## src/design/sfr_pkg.sv

```systemverilog
// Shared types and constants for the serial frame receiver.
package sfr_pkg;

  localparam logic [7:0] HDR_FIRST  = 8'h48;
  localparam logic [7:0] HDR_SECOND = 8'h44;
  localparam logic [7:0] TRL_FIRST  = 8'h54;
  localparam logic [7:0] TRL_SECOND = 8'h4C;

  localparam int BODY_LEN = 3;

  typedef enum logic [5:0] {
    PH_HDR_A = 6'b000001,
    PH_HDR_B = 6'b000010,
    PH_BODY  = 6'b000100,
    PH_SUM   = 6'b001000,
    PH_TRL_A = 6'b010000,
    PH_TRL_B = 6'b100000
  } phase_t;

  typedef struct packed {
    logic       checksum_bad;
    logic [7:0] second_param;
    logic [7:0] first_param;
    logic [7:0] event_code;
  } frame_result_t;

  // Header byte while a frame is dropped: jump straight to the second header.
  function automatic phase_t resync_phase(input logic [7:0] b);
    resync_phase = (b == HDR_FIRST) ? PH_HDR_B : PH_HDR_A;
  endfunction

endpackage

```

## src/design/sfr_parser.sv

```systemverilog
// Frame phase tracking, body capture and checksum check for one byte per cycle while step is high.
module sfr_parser (
  input  logic                   clk,
  input  logic                   rst,
  input  logic                   step,
  input  logic [7:0]             rx_byte,
  output logic                   emit,
  output sfr_pkg::frame_result_t result
);

  sfr_pkg::phase_t phase, phase_next;
  logic [1:0]      body_count, body_count_next;
  logic [7:0]      body_store [sfr_pkg::BODY_LEN];
  logic            sum_error_flag, sum_error_flag_next;
  logic [7:0]      body_sum;

  assign body_sum = body_store[0] + body_store[1] + body_store[2];

  always_comb begin
    phase_next          = phase;
    body_count_next     = body_count;
    sum_error_flag_next = sum_error_flag;
    emit                = 1'b0;
    case (phase)
      sfr_pkg::PH_HDR_A: begin
        if (rx_byte == sfr_pkg::HDR_FIRST) phase_next = sfr_pkg::PH_HDR_B;
      end
      sfr_pkg::PH_HDR_B: begin
        if (rx_byte == sfr_pkg::HDR_SECOND) phase_next = sfr_pkg::PH_BODY;
        else phase_next = sfr_pkg::resync_phase(rx_byte);
      end
      sfr_pkg::PH_BODY: begin
        if (body_count >= 2'd2) begin
          body_count_next = 2'd0;
          phase_next      = sfr_pkg::PH_SUM;
        end else begin
          body_count_next = body_count + 2'd1;
        end
      end
      sfr_pkg::PH_SUM: begin
        sum_error_flag_next = (rx_byte != body_sum);
        phase_next          = sfr_pkg::PH_TRL_A;
      end
      sfr_pkg::PH_TRL_A: begin
        if (rx_byte == sfr_pkg::TRL_FIRST) phase_next = sfr_pkg::PH_TRL_B;
        else phase_next = sfr_pkg::resync_phase(rx_byte);
      end
      sfr_pkg::PH_TRL_B: begin
        if (rx_byte == sfr_pkg::TRL_SECOND) begin
          emit       = 1'b1;
          phase_next = sfr_pkg::PH_HDR_A;
        end else begin
          phase_next = sfr_pkg::resync_phase(rx_byte);
        end
      end
      default: begin
        phase_next = sfr_pkg::PH_HDR_A;
      end
    endcase
  end

  assign result.event_code   = body_store[0];
  assign result.first_param  = body_store[1];
  assign result.second_param = body_store[2];
  assign result.checksum_bad = sum_error_flag;

  always_ff @(posedge clk) begin
    if (rst) begin
      phase          <= sfr_pkg::PH_HDR_A;
      body_count     <= 2'd0;
      sum_error_flag <= 1'b0;
    end else if (step) begin
      phase          <= phase_next;
      body_count     <= body_count_next;
      sum_error_flag <= sum_error_flag_next;
    end
  end

  always_ff @(posedge clk) begin
    if (step && phase == sfr_pkg::PH_BODY) begin
      case (body_count)
        2'd0:    body_store[0] <= rx_byte;
        2'd1:    body_store[1] <= rx_byte;
        default: body_store[2] <= rx_byte;
      endcase
    end
  end

endmodule

```

## src/design/sfr_out_reg.sv

```systemverilog
// Result register holding one finished frame until the sink takes it.
module sfr_out_reg (
  input  logic                   clk,
  input  logic                   rst,
  input  logic                   load,
  input  sfr_pkg::frame_result_t load_result,
  input  logic                   take,
  output logic                   free,
  output logic                   valid,
  output sfr_pkg::frame_result_t result
);

  assign free = !valid || take;

  always_ff @(posedge clk) begin
    if (rst) begin
      valid <= 1'b0;
    end else if (load) begin
      valid <= 1'b1;
    end else if (take) begin
      valid <= 1'b0;
    end
  end

  always_ff @(posedge clk) begin
    if (load) result <= load_result;
  end

endmodule

```

## src/design/serial_frame_receiver_unit.sv

```systemverilog
// Top level of the serial frame receiver: input register, parser and result register.
// One received byte is taken per word on the s side, one per cycle unless a stall holds it; a finished
// frame passes through the input register and the parser into the result register, which drives the m side.
// The rate is set by the parser, which updates the frame phase for one byte per
// cycle. Bytes that finish no frame keep flowing while a result waits;
// only a byte that completes a frame waits for the result register to empty.
module serial_frame_receiver_unit (
  input  logic        clk,
  input  logic        rst,
  input  logic        s_tvalid,
  output logic        s_tready,
  input  logic [7:0]  s_tdata,   // [7:0] rx_byte
  output logic        m_tvalid,
  input  logic        m_tready,
  output logic [23:0] m_tdata,   // [7:0] event_code, [15:8] first_param, [23:16] second_param
  output logic        m_tuser    // [0] checksum_bad
);

  logic                   in_valid;
  logic [7:0]             in_byte;
  logic                   emit;
  logic                   out_free;
  logic                   advance;
  sfr_pkg::frame_result_t parse_result;
  sfr_pkg::frame_result_t out_result;

  assign advance  = in_valid && (!emit || out_free);
  assign s_tready = !in_valid || advance;

  always_ff @(posedge clk) begin
    if (rst) begin
      in_valid <= 1'b0;
    end else if (s_tready) begin
      in_valid <= s_tvalid;
    end
  end

  always_ff @(posedge clk) begin
    if (s_tready && s_tvalid) in_byte <= s_tdata;
  end

  sfr_parser u_parser (
    .clk     (clk),
    .rst     (rst),
    .step    (advance),
    .rx_byte (in_byte),
    .emit    (emit),
    .result  (parse_result)
  );

  sfr_out_reg u_out (
    .clk         (clk),
    .rst         (rst),
    .load        (advance && emit),
    .load_result (parse_result),
    .take        (m_tready),
    .free        (out_free),
    .valid       (m_tvalid),
    .result      (out_result)
  );

  assign m_tdata = {out_result.second_param, out_result.first_param, out_result.event_code};
  assign m_tuser = out_result.checksum_bad;

endmodule

```

## config.mk

```make
export PLATFORM = sky130hd
export DESIGN_NAME = serial_frame_receiver_unit
export DESIGN_NICKNAME = d
export VERILOG_FILES = /design/src/design/sfr_pkg.sv /design/src/design/sfr_parser.sv /design/src/design/sfr_out_reg.sv /design/src/design/serial_frame_receiver_unit.sv
export SDC_FILE = /design/constraint.sdc
export NUM_CORES = 1
export LEC_CHECK = 0
export ABC_AREA = 1
export BUFFER_PORTS_ARGS = -buffer_cell sky130_fd_sc_hd__buf_2
export CORE_UTILIZATION = 52
export DETAILED_ROUTE_END_ITERATION = 10
export GPL_TIMING_DRIVEN = 0
export PLACE_DENSITY = 0.76
export SLEW_MARGIN = 20
export SYNTH_ARGS = -nofsm -noshare
export SYNTH_HDL_FRONTEND = slang
export SYNTH_SLANG_ARGS = --single-unit
export TNS_END_PERCENT = 5
```

## constraint.sdc

```tcl
create_clock -name clk -period 2.2 [get_ports clk]
set_input_delay 0.33 -clock clk [delete_from_list [all_inputs] [get_ports clk]]
set_output_delay 0.33 -clock clk [all_outputs]
set_load 0.02 [all_outputs]
```

==> results of run 1 <==
## how the worst min path moves through the flow
stage                                          from               end  slack, ps
after global routing                     s_tdata[5]        in_byte[5]        140
after global placement      u_parser.sum_error_flag  u_out.result[24]        430
after CTS                                s_tdata[5]        in_byte[5]        140
final                                    s_tdata[5]        in_byte[5]        160
after detailed placement  u_parser.body_store[0][8]   u_out.result[8]        440
after floorplan             u_parser.sum_error_flag  u_out.result[24]        410
## report_power, final
part / total, uW / internal [uW] / switching, uW
sequential: 1440 / 1410 / 29.0
clock: 983 / 516 / 467
combinational: 115 / 43.5 / 71.3
## cells by family after synthesis
kind of cell	Yosys count	share of synthesized area
XOR/XNOR	3	0.008524
flip-flops	68	0.6266
adder cells (fa/ha/maj)	14	0.07630
buffers and inverters	50	0.06087
AND/OR/NAND/NOR	134	0.2005
AO/OA/AOI/OAI	16	0.02719
## cell usage in the layout (no fill, tap or decap), drive strengths merged
cell | netlist | layout
a21oi | 13 | 13
dfxtp | 11 | 11
and3 | 1 | 1
nand4 | 5 | 5
bufinv | 0 | 1
nand3b | 2 | 2
xnor2 | 2 | 2
buf | 0 | 39
xor2 | 1 | 1
ha | 6 | 6
nor2 | 30 | 30
inv | 48 | 48
nor3 | 4 | 4
fa | 8 | 8
clkinvlp | 0 | 2
edfxtp | 57 | 57
clkbuf | 1 | 10
o21ai | 3 | 3
clkinv | 1 | 5
nand2 | 72 | 72
nand3 | 20 | 20
## stage by stage
step                        util  setup TNS [ps]  cell area, sq um  worst slack [ps]  std cells
after floorplan                -          -26.51              3085            -26.51        285
after global placement    0.5993          -231.0              3361            -231.0        394
after detailed placement  0.5993          -267.3              3361            -267.3        394
after CTS                 0.6361          -256.2              3567            -256.2        412
after global routing      0.6361          -413.7              3567            -413.7        412
final                     0.6361          -231.1              3567            -231.1        412
## layout make-up
type | instances | area, sq um | share of cell area
flip-flops and latches | 68 | 1932 | 0.5416
multi-input cells | 167 | 965.9 | 0.2708
repair buffers | 39 | 200.2 | 0.05612
inverters | 49 | 183.9 | 0.05156
clock buffers | 9 | 123.9 | 0.03472
well taps | 72 | 90.09 | 0.02525
clock inverters | 7 | 67.56 | 0.01894
plain buffers | 1 | 3.754 | 0.001052
## what timing repair did
item                       CTS  global route
setup buffers                2             0
setup endpoints to repair    1             1
pin swaps                    2             0
cloned                       0             0
## state kept, by name, summed over array words and instances (netlist names)
register and count:
u_out.result 25, u_parser.body_store 24, in_byte 8, u_parser.phase 6, u_parser.body_count 2, in_valid 1
u_out.valid 1, u_parser.sum_error_flag 1
## layer usage
metal	GRT usage	routed length, microns	up-vias
li1	-	-	1033
met1	0.2479	2287	927
met2	0.3060	2555	64
met3	0.05517	297	9
met4	0.08182	88	0
met5	0	0	-
## critical path: stages, from the launching register on
cell and delay (ps):
edfxtp_1 420, fa_1 570, ha_2 190, fa_1 440, inv_1 70, nand2_1 40
nand2_1 50, nand3_1 70, nor2_1 100, nand3_1 80, nor2_1 100, nand3_1 80
nand2_1 60, inv_1 30
==> metrics.yaml, run 1 <==
yosysUniqueCellTypes: 27
yosys.area.top_type: "edfxtp_1"
clock_latency_ps: 350
yosys_warnings: 0
r2r-start: "u_parser.body_store[0][9]"
r2r_slack_ps: -230
synth.most_common_cell: "nand2_1"
dr.pass1.iters: 4
crit_end: "u_parser.sum_error_flag"
synth_nets: 311
cp_max_fo: 2
final-max-slew-violation-count: 0
core-area_sq_um: 5608
cp.required_ps: 2440
synthArstFlopShare: 0
drt_iter0_markers: 152
h-tree-depth: 3
critPathLaunchType: "register"
cts.clk_slew.worst_paths_ps: 80
fmax_mhz: 411.3
die_w_microns: 79
ant_nets: 0
synth-edff-count: 57
hold_violations: 0
outcome: "complete, but fails checks"
avgSynthCellArea_sq_um: 10.82
cts_tree: "built"
gp_congestion: 0.9091
synth.cell_area_sq_um: 3083
critPathCaptureType: "register"
rsz0062_at_grt: "true"
period_share: 1.105
drc: 0
grt_pass1_vias: 1870
holdPathStages: 1
numCtsBuffers: 9
hp-class: "input port to register"
nets: 361
detail_route.wl_per_cell_microns: 12.69
grt_start_max_net_pins: 27
antenna_found_initial: 0
violations: "setup timing"
worstSetupStartpoint: "u_parser.body_store[0][9]"
layout-drive-gt1-share: 0.2206
via_per_inst: 4.934
antenna_cells: 0
synth_cells: 285
io_buffers: 37
drv_cap: 0
ys_seq_elements: 68
power_per_cell_area_nw_per_um2: 711.0
synthTopCellsByCount: "nand2_1 (69), edfxtp_1 (57), inv_1 (43), nor2_1 (24), nand3_1 (17)"
slew_headroom: 0.6178
syn_to_final_growth_pct: 15.71
seq_area_frac_synth: 0.6266
clockBufferDepth: 2
grt_pass1_wl_microns: 8694
fp-row-count: 27
die_h_microns: 79
dieArea_sq_um: 6241
ys.flop_type: "edfxtp_1"
initial_core_util: 0.5498
power.total_uw: 2536
leakage_uw: 0.001524
track_usage: 0.1929
critPathArrivalTime_ps: 2670
worst_pin_slew_ps: 572.5
regToRegEndpoint: "u_parser.sum_error_flag"
synth_top_area_share: 0.5552
yosys-top-cells-area: "edfxtp_1 (56%), nand2_1 (8.4%), dfxtp_1 (7.1%)"
ir_drop_v: 0.0006584
worst_hold_slack_ps: 156.0
path_class: "register to register"
cts_root_buffer: "clkbuf_8"
setup_violations: 1
overflow: 0
fin_ws_ps: -231.1
hpwl_microns: 3919
clock_skew_ps: 8.983
clkSinkCount: 68
period_needed_ps: 2431
ioPinCount: 39
cts_hold_buffers: 0
fill_cells: 472
wl_microns: 5229
reg2reg_depth: 13
num_vias: 2033
cts_resized: 0
(Power assumes the default switching activity.)
==> run 2, diff against run 1 <==
- SKIP_CTS_REPAIR_TIMING: unset -> 1
==> run 2 against run 1 <==
Compared with the run above:
- the flow still finishes with violations (setup timing)
- die area unchanged
- sequential power about the same
- clock power about the same
- total power about the same
- first-iteration DRC count down 18%
- register-to-register slack worse by 70 ps
- routed wire length down 0.19%
- non-clock buffer count down 2
- maximum frequency down 2.8%
- flip-flop and latch count unchanged
- final area down 0.14%
- hold slack worse by 1.5 ps
- critical path type unchanged
- highest routed layer unchanged
==> metrics.yaml, run 2 (same netlist as run 1, synthesis figures left out) <==
dieArea_sq_um: 6241
antenna_found_initial: 0
grt_pass1_vias: 1859
fp-row-count: 27
multi_input_area_sq_um: 975.9
ioPinCount: 39
leakage_uw: 0.001516
overflow: 0
ant_nets: 0
path_class: "register to register"
top_regs: "u_out.result x25, u_parser.body_store x24, in_byte x8"
detail_route.wl_per_cell_microns: 12.73
hold_violations: 0
die_w_microns: 79
antenna_cells: 0
cp_num_buf_inv: 1
slew_headroom: 0.6214
nets: 359
cp_max_fo: 3
critPathMaxStageDelay_ps: 550
h-tree-depth: 3
path_depth: 12
drt_iter0_markers: 125
cts.clk_slew.worst_paths_ps: 80
slowest_stage: "fa_1"
stdcell_count: 410
clkSinkCount: 68
violations: "setup timing"
cp.required_ps: 2440
fill_cells: 472
via_per_inst: 4.934
clock_latency_ps: 350
num_vias: 2023
period_share: 1.137
place_area_sq_um: 3361
power_per_cell_area_nw_per_um2: 712.4
layout-drive-gt1-share: 0.2160
gp_congestion: 0.9091
max_flop_register: "u_out.result"
hpwl_microns: 3919
worst_hold_slack_ps: 154.5
setup_violations: 1
placed_cells: 394
rsz0062_at_grt: "true"
setup-tns-final_ps: -301.7
outcome: "complete, but fails checks"
hp-class: "input port to register"
final-max-slew-violation-count: 0
period_needed_ps: 2502
grt_start_max_net_pins: 27
dr.pass1.iters: 4
fmax_mhz: 399.7
drv_cap: 0
final_area_sq_um: 3562
wl_microns: 5219
holdPathStages: 1
critPathCaptureType: "register"
clock_skew_ps: 10.67
cts_tree: "built"
die_h_microns: 79
numCtsBuffers: 9
worst_pin_slew_ps: 567.0
ir_drop_v: 0.0006579
initial_core_util: 0.5498
track_usage: 0.1924
reg2reg_depth: 12
core-area_sq_um: 5608
clockBufferDepth: 2
cts_root_buffer: "clkbuf_8"
syn_to_final_growth_pct: 15.54
layout_common_cells: "nand2_1 (69), edfxtp_1 (57), inv_1 (43)"
grt_pass1_wl_microns: 8673
cp_cell_sequence: "fa_1, ha_4, fa_1, nand2_1, nand2_1, nand3_1, nor2_1, nand3_1, nor2_1, nand3_1, nand2_1, inv_1"
io_buffers: 37
crit_family: "adder cells"
drc: 0
critPathArrivalTime_ps: 2740
critPathLaunchType: "register"
layout_commonest_cell: "nand2_1"
regArea_sq_um: 1932
largest_register_ffs: 25
fin_ws_ps: -301.7
## run 2: stage by stage
stage	power [uW]	utilization	setup WS (ps)
final	2538	0.6352	-301.7
after global routing	2651	0.6352	-424.8
after CTS	2564	0.6334	-298.9
after detailed placement	1581	0.5993	-267.3
after global placement	1575	0.5993	-231.0
after floorplan	1546	-	-26.51
## run 2: area by class of cell
cell class,count,area share
Buffer,1,0.001054
Clock buffer,9,0.03477
Clock inverter,7,0.01897
Inverter,49,0.05163
Multi-Input combinational cell,167,0.2740
Sequential cell,68,0.5423
Tap cell,72,0.02529
Timing Repair Buffer,37,0.05198
## run 2: path summary, 6_finish.rpt
kind | start | end | slack (ps)
hold / removal | s_tdata[5] | in_byte[5] | 150
setup reg to reg | u_parser.body_store[0][1] | u_parser.sum_error_flag | -300
setup / recovery | u_parser.body_store[0][1] | u_parser.sum_error_flag | -300
hold reg to reg | u_parser.sum_error_flag | u_out.result[24] | 460
## run 2: power breakdown
part | switching [uW] | internal (uW) | leakage (uW)
Combinational | 71.2 | 43.5 | 0.000815
Clock | 468 | 516 | 0.0000926
Sequential | 28.5 | 1410 | 0.000608
Total | 568 | 1970 | 0.00152
## run 2: per-layer routing
metal | global-route usage | vias to the layer above | wire length [microns]
met2 | 0.3052 | 42 | 2619
met1 | 0.2471 | 943 | 2290
met3 | 0.05517 | 10 | 221
met5 | 0 | - | 0
li1 | - | 1028 | -
met4 | 0.08182 | 0 | 89
## run 2: worst register-to-register path, stage by stage, from the launching register on
cell	delay [ps]
edfxtp_1	430
fa_1	550
ha_4	200
fa_1	540
nand2_1	60
nand2_1	70
nand3_1	80
nor2_1	110
nand3_1	80
nor2_1	100
nand3_1	80
nand2_1	60
inv_1	30
==> run 3, diff against run 2 <==
- CORE_UTILIZATION: 52 -> 50
- GPL_ROUTABILITY_DRIVEN: unset -> 1
- PLACE_DENSITY: 0.76 -> 0.73
==> run 3 against run 2 <==
Compared with the run above:
- combinational power barely moved
- count of clock-buffer cells in the layout did not move
- first-iteration DRC count shrank 31%
- the flow still finishes with violations (setup timing)
- total power is 6.0% lower
- maximum frequency increased by 1.0%
- via count shrank 0.99%
- flip-flop and latch count stayed put
- core utilization shrank 3.9 points
- hold slack improved by 0.99 ps
- register-to-register slack better by 30 ps
- clock skew fell by 5.1 ps
==> metrics.yaml, run 3 (same netlist as run 1, synthesis figures left out) <==
outcome: "complete, but fails checks"
violations: "setup timing"
die_h_microns: 80.53
antenna_cells: 0
setup_violations: 1
layout_common_cells: "nand2_1 (69), edfxtp_1 (57), inv_1 (43)"
fin_ws_ps: -276.2
critPathLaunchType: "register"
hp-class: "input port to register"
power_per_cell_area_nw_per_um2: 675.9
antenna_found_initial: 0
cp.required_ps: 2450
ant_nets: 0
layout-drive-gt1-share: 0.2166
worst_hold_slack_ps: 155.5
power.total_uw: 2387
io_buffers: 37
drt_iter0_markers: 86
final_area_sq_um: 3531
period_needed_ps: 2476
ir_drop_v: 0.0004528
cts_root_buffer: "clkbuf_8"
cp_max_fo: 3
r2r-start: "u_parser.body_store[0][17]"
dieArea_sq_um: 6484
drc: 0
overflow: 0
syn_to_final_growth_pct: 14.53
dr.pass1.iters: 4
drv_cap: 0
critPathCaptureType: "register"
wl_microns: 5220
clock_latency_ps: 350
slew_headroom: 0.6220
worstSetupStartpoint: "u_parser.body_store[0][17]"
grt_pass1_vias: 1944
cts.clk_slew.worst_paths_ps: 70
layout_commonest_cell: "nand2_1"
holdCritStartpoint: "s_tdata[3]"
leakage_uw: 0.001508
die_w_microns: 80.53
max_flop_register: "u_out.result"
path_class: "register to register"
hpwl_microns: 3831
hold_violations: 0
critPathArrivalTime_ps: 2720
h-tree-depth: 3
clkSinkCount: 68
clock_skew_ps: 5.530
initial_core_util: 0.5207
track_usage: 0.1948
grt_pass1_wl_microns: 8901
worst_pin_slew_ps: 566.2
detail_route.wl_per_cell_microns: 12.67
fp-row-count: 28
ioPinCount: 39
numCtsBuffers: 9
clockBufferDepth: 2
largest_register_ffs: 25
place_area_sq_um: 3364
grt_start_max_net_pins: 27
gp_congestion: 0.8973
final-max-slew-violation-count: 0
via_per_inst: 4.862
fmax_mhz: 403.8
cts_tree: "built"
core-area_sq_um: 5921
rsz0062_at_grt: "true"
num_vias: 2003
period_share: 1.126
nets: 359
top_regs: "u_out.result x25, u_parser.body_store x24, in_byte x8"
[run 3: changes by cell type in the layout (fill, tap and decap cells not counted), sizes merged]
| cell | change |
|---|---|
| bufinv | -1 |
| clkinv | +1 |
| clkinvlp | -1 |
[run 3: path summary, 6_finish.rpt]
kind | end | slack (ps) | depth (start not counted)
hold / removal | in_byte[3] | 160 | 1
setup / recovery | u_parser.sum_error_flag | -280 | 12
hold reg to reg | u_out.result[24] | 450 | 0
setup reg to reg | u_parser.sum_error_flag | -280 | 12
[run 3: critical path: stages (launching register included)]
cell and delay (ps):
edfxtp_1 430, fa_1 540, ha_4 200, fa_1 560
nand2_1 60, nand2_1 70, nand3_1 70, nor2_1 110
nand3_1 80, nor2_1 100, nand3_1 80, nand2_1 60
inv_1 30
[run 3: metrics by stage]
stage          cells  TNS, ps  setup WS, ps    util
6_report         412   -276.2        -276.2  0.5964
2_1_floorplan    285   -26.51        -26.51       -
4_1_cts          412   -304.6        -304.6  0.5947
3_3_place_gp     397   -231.2        -231.2  0.5683
3_5_place_dp     397   -272.2        -272.2  0.5683
5_1_grt          412   -423.4        -423.4  0.5964
[run 3: per-layer routing]
metal  GRT usage  part of all wire  vias up
met1      0.2301              0.44      913
met3     0.05682             0.051       12
met4      0.1107             0.024        0
li1            -                 -     1028
met5           0                 0        -
met2      0.3161              0.48       50
[run 3: layout make-up]
type                       count  area, sq um
fill                         509         2390
sequential                    68         1932
multi-input combinational    167        975.9
timing repair buffer          37        185.2
inverter                      49        183.9
clock buffer                   9        123.9
tap                           75        93.84
clock inverter                 6        32.53
buffer                         1        3.754
[run 3: where the power goes]
| group | total [uW] | internal, uW | switching [uW] |
|---|---|---|---|
| Clock | 835 | 391 | 444 |
| Combinational | 112 | 43.4 | 68.8 |
| Sequential | 1440 | 1410 | 29.0 |
| Total | 2390 | 1840 | 542 |
